[config.mk]
export PLATFORM = sky130hd
export DESIGN_NAME = sbb_div
export DESIGN_NICKNAME = d
export VERILOG_FILES = /design/src/rtl/core/sbb_pkg.sv /design/src/rtl/core/sbb_div.sv
export SDC_FILE = /design/constraint.sdc
export NUM_CORES = 1
export LEC_CHECK = 0
export ABC_AREA = 0
export BUFFER_PORTS_ARGS = -buffer_cell sky130_fd_sc_hd__buf_2
export CORE_ASPECT_RATIO = 1.2
export CORE_UTILIZATION = 35
export DETAILED_ROUTE_END_ITERATION = 12
export GPL_TIMING_DRIVEN = 0
export PLACE_DENSITY_LB_ADDON = 0.08
export SYNTH_ARGS = -nofsm -noshare
export SYNTH_HDL_FRONTEND = slang
export SYNTH_SLANG_ARGS = --single-unit
[constraint.sdc]
create_clock -name clock -period 2.6 [get_ports clock]
set_clock_uncertainty 0.2 [all_clocks]
set_input_delay 0.13 -clock clock [delete_from_list [all_inputs] [get_ports clock]]
set_output_delay 0.13 -clock clock [all_outputs]
set_load 0.01 [all_outputs]
[src/rtl/core/sbb_pkg.sv]
package sbb_pkg;
   localparam int MaxWidth  = 256;
   localparam int MaxHeight = 256;
   localparam int MaxRadius = 7;
   localparam int RingRows  = 2 * MaxRadius + 2;
   localparam int StoreDepth = RingRows * MaxWidth;
   localparam int AddrW  = $clog2(StoreDepth);
   localparam int RowW   = $clog2(RingRows);
   localparam int ColW   = $clog2(MaxWidth);
   localparam int CntW   = 17;
   localparam int SumW   = 16;
   localparam int DimW   = 9;
   localparam int RadW   = 3;

   localparam logic [1:0] CSR_RADIUS = 2'd0;
   localparam logic [1:0] CSR_WIDTH  = 2'd1;
   localparam logic [1:0] CSR_HEIGHT = 2'd2;

   localparam logic OP_PIXEL = 1'b0;
   localparam logic OP_DRAIN = 1'b1;

   typedef enum logic [2:0] {
      ST_IDLE, ST_SUM, ST_LAST, ST_DIV, ST_OUT
   } state_type;

   typedef struct packed {
      logic start;
      logic [SumW-1:0] dividend;
      logic [7:0] divisor;
   } div_req_type;
endpackage

[src/rtl/core/sbb_div.sv]
module sbb_div (
   input  logic clock,
   input  logic reset,
   input  sbb_pkg::div_req_type req,
   output logic done,
   output logic [7:0] quotient
);
   import sbb_pkg::*;
   logic [SumW-1:0] quo_ff, quo_in;
   logic [8:0] rem_ff, rem_in;
   logic [7:0] dvs_ff, dvs_in;
   logic [4:0] cnt_ff, cnt_in;
   logic busy_ff, busy_in;
   logic [9:0] trial;

   always_comb begin
      quo_in = quo_ff; rem_in = rem_ff; dvs_in = dvs_ff;
      cnt_in = cnt_ff; busy_in = busy_ff; done = 1'b0;
      trial = {rem_ff, quo_ff[SumW-1]};
      if (req.start) begin
         quo_in = req.dividend; rem_in = '0; dvs_in = req.divisor;
         cnt_in = 5'(SumW); busy_in = 1'b1;
      end else if (busy_ff) begin
         if (trial >= {2'b0, dvs_ff}) begin
            rem_in = 9'(trial - {2'b0, dvs_ff});
            quo_in = {quo_ff[SumW-2:0], 1'b1};
         end else begin
            rem_in = trial[8:0];
            quo_in = {quo_ff[SumW-2:0], 1'b0};
         end
         cnt_in = cnt_ff - 5'd1;
         if (cnt_ff == 5'd1) begin
            busy_in = 1'b0;
            done = 1'b1;
         end
      end
   end
   assign quotient = quo_in[7:0];

   always_ff @(posedge clock) begin
      quo_ff <= quo_in; rem_ff <= rem_in; dvs_ff <= dvs_in; cnt_ff <= cnt_in;
      if (reset) busy_ff <= 1'b0;
      else busy_ff <= busy_in;
   end
endmodule

* After elaboration in Yosys (flattened, before gate mapping)
Cells that the tools add are included.
W data, S select, Z words.
** Word-level totals
- Register bits :: 39
- Input port bits :: 27
- Output and inout bits :: 9
- Word-level logic and storage cells :: 21
** Cells by class
- Add/subtract/negate cells :: 2
- Eq/ne operators :: 1
- Mux-type cells :: 10
- Reductions and logical operators :: 1
- Magnitude comparators :: 1
** Operators with widths (count)
- $mux W16 :: 2
- $ge A10 B8 Y1 :: 1
- $mux W9 :: 1
- $sub A9 B8 Y9 :: 1
- $mux W1 :: 7
- $eq A5 B1 Y1 const B :: 1
- $sub A5 B1 Y5 const B :: 1
- $reduce_bool A2 Y1 :: 1

* Logic depth before layout (Yosys ltp)
- Word-level depth :: 4
- Depth in mapped cells :: 10
- Depth with buffers taken out :: 9

* Worst setup path after synthesis
Ideal clock, no wire load.
- Path type :: reg2out
- From :: register quo_ff[15]
- To :: output quotient[0]
- Arrival :: 2.022 ns
- Path slack :: 0.248 ns
- Buffers on the path :: 1
- Cell stages (with the launch flop) :: 11
- Required time :: 2.270 ns
- Cells stage by stage :: edfxtp_1 -> inv_1 -> ha_1 -> inv_1 -> fa_1 -> nand3_1 -> a21oi_1 -> nor4b_4 -> a211oi_1 -> a21o_1 -> buf_4
** Between the ends
- Word-level cells in the longest chain between the ends :: 4
** RTL lines
- start, declared :: RTL line sbb_div.sv:9 : logic [SumW-1:0] quo_ff, quo_in;
- start signal, assigned :: RTL line sbb_div.sv:41 : quo_ff <= quo_in; rem_ff <= rem_in; dvs_ff <= dvs_in; cnt_ff <= cnt_in;
- $ge A10 B8 Y1 :: RTL line sbb_div.sv:24 : if (trial >= {2'b0, dvs_ff}) begin
- $mux W1 :: RTL line sbb_div.sv:24
- $mux W16 :: RTL line sbb_div.sv:23 : end else if (busy_ff) begin
- $mux W16 :: RTL line sbb_div.sv:20 : if (req.start) begin
- end, declared :: RTL line sbb_div.sv:6 : output logic [7:0] quotient
No other way between the ends. The select of a mux whose other input is x is not followed.

* Worst setup path after layout
Same ends and word-level chain as after synthesis.

==> impl_metrics.env <==
export IMPL_nets=314
export IMPL_post_dp_hpwl_um=3180
export IMPL_worstMarginPinSlew_ns=0.672
export IMPL_drc=0
export IMPL_vias=1681
export IMPL_yosysUniqueCellTypes=46
export IMPL_initial_core_util_pct=36.6
export IMPL_drt_wl_total_um=4670
export IMPL_postSynthNetCount=244
export IMPL_drt_vias_per_instance=4.71
export IMPL_outcome="finished, final reports clean"
export IMPL_worstPathMaxFanout=2
export IMPL_grt_pass1_wl_um=7790
export IMPL_final_cell_mix="buf_2 (35), dlygate4sd3_1 (26), dfxtp_1 (23)"
export IMPL_timing_final_max_slew_violations=0
export IMPL_grt_max_degree=13
export IMPL_wl_per_cell_um=13.1
export IMPL_ys_ff_latch=39
export IMPL_r2r_start="quo_ff[15]"
export IMPL_hold_viol=0
export IMPL_drtPass1Iterations=4
export IMPL_numCtsBuffers=5
export IMPL_syn_area_sq_mm=0.00207
export IMPL_rsz0062_at_grt="yes"
export IMPL_fmax_mhz=386
export IMPL_fp_row_count=30
export IMPL_r2r_end="rem_ff[6]"
export IMPL_antenna_found_initial=0
export IMPL_cts_sinks=39
export IMPL_syn_to_final_growth_pct=35.2
export IMPL_gr_total_overflow=0
export IMPL_die_area_sq_mm=0.00624
export IMPL_fp_dieH_um=86.3
export IMPL_fin_crit_sh_pct=99.6
export IMPL_irDropWorstVdd_mv=0.300
export IMPL_drtAntennaViolNets=0
export IMPL_cp_start_kind="flip-flop"
export IMPL_cts_clk_slew_worst_paths_ns=0.08
export IMPL_yosys_warnings=0
export IMPL_endpoint="quotient[0]"
export IMPL_hp_start="rem_ff[6]"
export IMPL_path_class="flip-flop to output pin"
export IMPL_cts_root_buf="clkbuf_8"
export IMPL_clock_latency_ns=0.29
export IMPL_cts_tree="yes"
export IMPL_reg2reg_slack_ns=0.15
export IMPL_n_fill_cell=531
export IMPL_cp_arrival_ns=2.26
export IMPL_dp_cells=321
export IMPL_fp_coreArea_sq_mm=0.00567
export IMPL_yosysSeqAreaShare_pct=45.4
export IMPL_multi_input_area_sq_um=996
export IMPL_power_density_mw_per_mm2=594
export IMPL_regArea_sq_um=941
export IMPL_postSynthCellCount=206
export IMPL_finalNonFillerCells=357
export IMPL_layout_commonest_cell="buf_2"
export IMPL_finalSetupViolCount=0
export IMPL_h_tree_depth=2
export IMPL_die_w_um=72.3
export IMPL_ios=36
export IMPL_place_gp_congestion=0.727
export IMPL_fin_area_sq_mm=0.00280
export IMPL_drv_cap=0
export IMPL_clk_path_buf_depth=2
export IMPL_r2r_worst_path_cells=10
export IMPL_drt_iter0_markers=81
export IMPL_relSlewSlack_pct=55.2
export IMPL_finalSetupTns_ns=0
export IMPL_syn_area_per_cell_sq_um=10.1
export IMPL_dpl_cell_area_sq_mm=0.00235
export IMPL_power_leakage_uw=0.00120
export IMPL_portBuffers=35
export IMPL_end_kind="output pin"
export IMPL_hold_path_class="flip-flop to flip-flop"
export IMPL_drive_gt1_share_pct=26.4
export IMPL_first_global_vias=1635
export IMPL_diodes=0
export IMPL_critPathLaunch="quo_ff[15]"
export IMPL_cp_required_ns=2.27
export IMPL_track_usage_pct=16.4
export IMPL_period_needed_ns=2.59
registers in the layout, indices dropped and copies added (netlist names):
signal   cells
cnt_ff       5
busy_ff      1
dvs_ff       8
rem_ff       9
quo_ff      16
routing by layer:
metal	part of all wire (%)	vias to the layer above	global-route usage (%)
met3	3.2	6	3.02
met4	1.1	0	4.81
met1	47	781	21.8
met2	48	32	26.9
met5	0	-	0
li1	-	862	-
cells in the mapped netlist (all sizes together):
library cell  count  area (sq um)
nand4             1          6.26
nand3             5          25.0
nor2b             1          6.26
xor2              4          35.0
o21ai            12          63.8
edfxtp           16           480
nor4b             2          32.5
a21o              1          7.51
mux2i            12           120
a21oi             9          56.3
nor3              3          15.0
or2               1          6.26
a2111oi           1          8.76
a211o             1          8.76
nand3b            1          7.51
mux2              1          11.3
a211oi            4          30.0
a311oi            2          23.8
nand4b            1          8.76
and4              1          8.76
o311ai            1          8.76
buf              11          87.6
nand2b            2          12.5
o31ai             2          20.0
a41oi             1          8.76
clkbuf            8          30.0
ha               10           125
or4b              1          10.0
a32oi             2          17.5
inv              16          60.1
dfxtp            23           460
nor2             14          52.6
a22o              7          61.3
o211ai            1          7.51
xnor2             5          43.8
nand2            22          85.1
fa                1          20.0
per-stage QoR:
step           total power [uW]  setup slack (ns)  util [%]  hold WS (ns)
4_1_cts                    1680           -0.0358      49.2         0.283
3_5_place_dp               1030           -0.0542      41.4        0.0933
6_report                   1670            0.0107      49.5         0.278
2_1_floorplan               945             0.248         -       0.00238
3_3_place_gp               1030           -0.0533      41.4        0.0869
5_1_grt                    1760            -0.114      49.5         0.306
worst min path at each step:
stage | endpoint | slack, ns | depth (start not counted)
after floorplan | busy_ff | 0.002 | 1
after global routing | rem_ff[6] | 0.31 | 2
after global placement | busy_ff | 0.09 | 2
after CTS | rem_ff[6] | 0.28 | 2
after detailed placement | busy_ff | 0.09 | 2
final | rem_ff[6] | 0.28 | 2
logic make-up (layout without fill, tap and decap cells):
group                      Yosys count  count (layout)  share of synthesized area, %
buffers and inverters               35             106                          8.57
and+or+nand+nor                     55              55                          13.3
adders and majority gates           11              11                          7.00
xor gates and xnor gates             9               9                          3.80
muxes                               13              13                          6.34
AOI/OAI and AO/OA                   44              44                          15.6
DFF                                 39              39                          45.4
repair_timing:
action	4_1_cts	5_1_grt
endpoints found under the hold margin	33	0
pin swaps	5	4
setup endpoints to repair	2	13
hold buffers	26	0
setup buffers	5	0
resized for setup	8	9
cell type report:
cell class | instances | share of cell area [%]
buffer | 17 | 3.66
clock buffer | 6 | 2.59
clock inverter | 2 | 2.14
inverter | 16 | 2.14
multi-input combinational | 132 | 35.5
sequential | 39 | 33.6
tap | 80 | 3.57
timing repair buffer | 65 | 16.8
power by group:
part	total [uW]	switching, uW	internal (uW)
clock	602	218	384
combinational	342	169	172
sequential	722	29.1	693
critical path, stage by stage (launching register included):
cell and delay, ns:
edfxtp_1 0.40, inv_1 0.07, ha_2 0.17, inv_2 0.04, fa_2 0.37, nand3_4 0.10
a21oi_4 0.07, nor4b_4 0.32, a211oi_2 0.11, a21o_1 0.21, buf_6 0.12
Power figures use the tool's default switching activity.
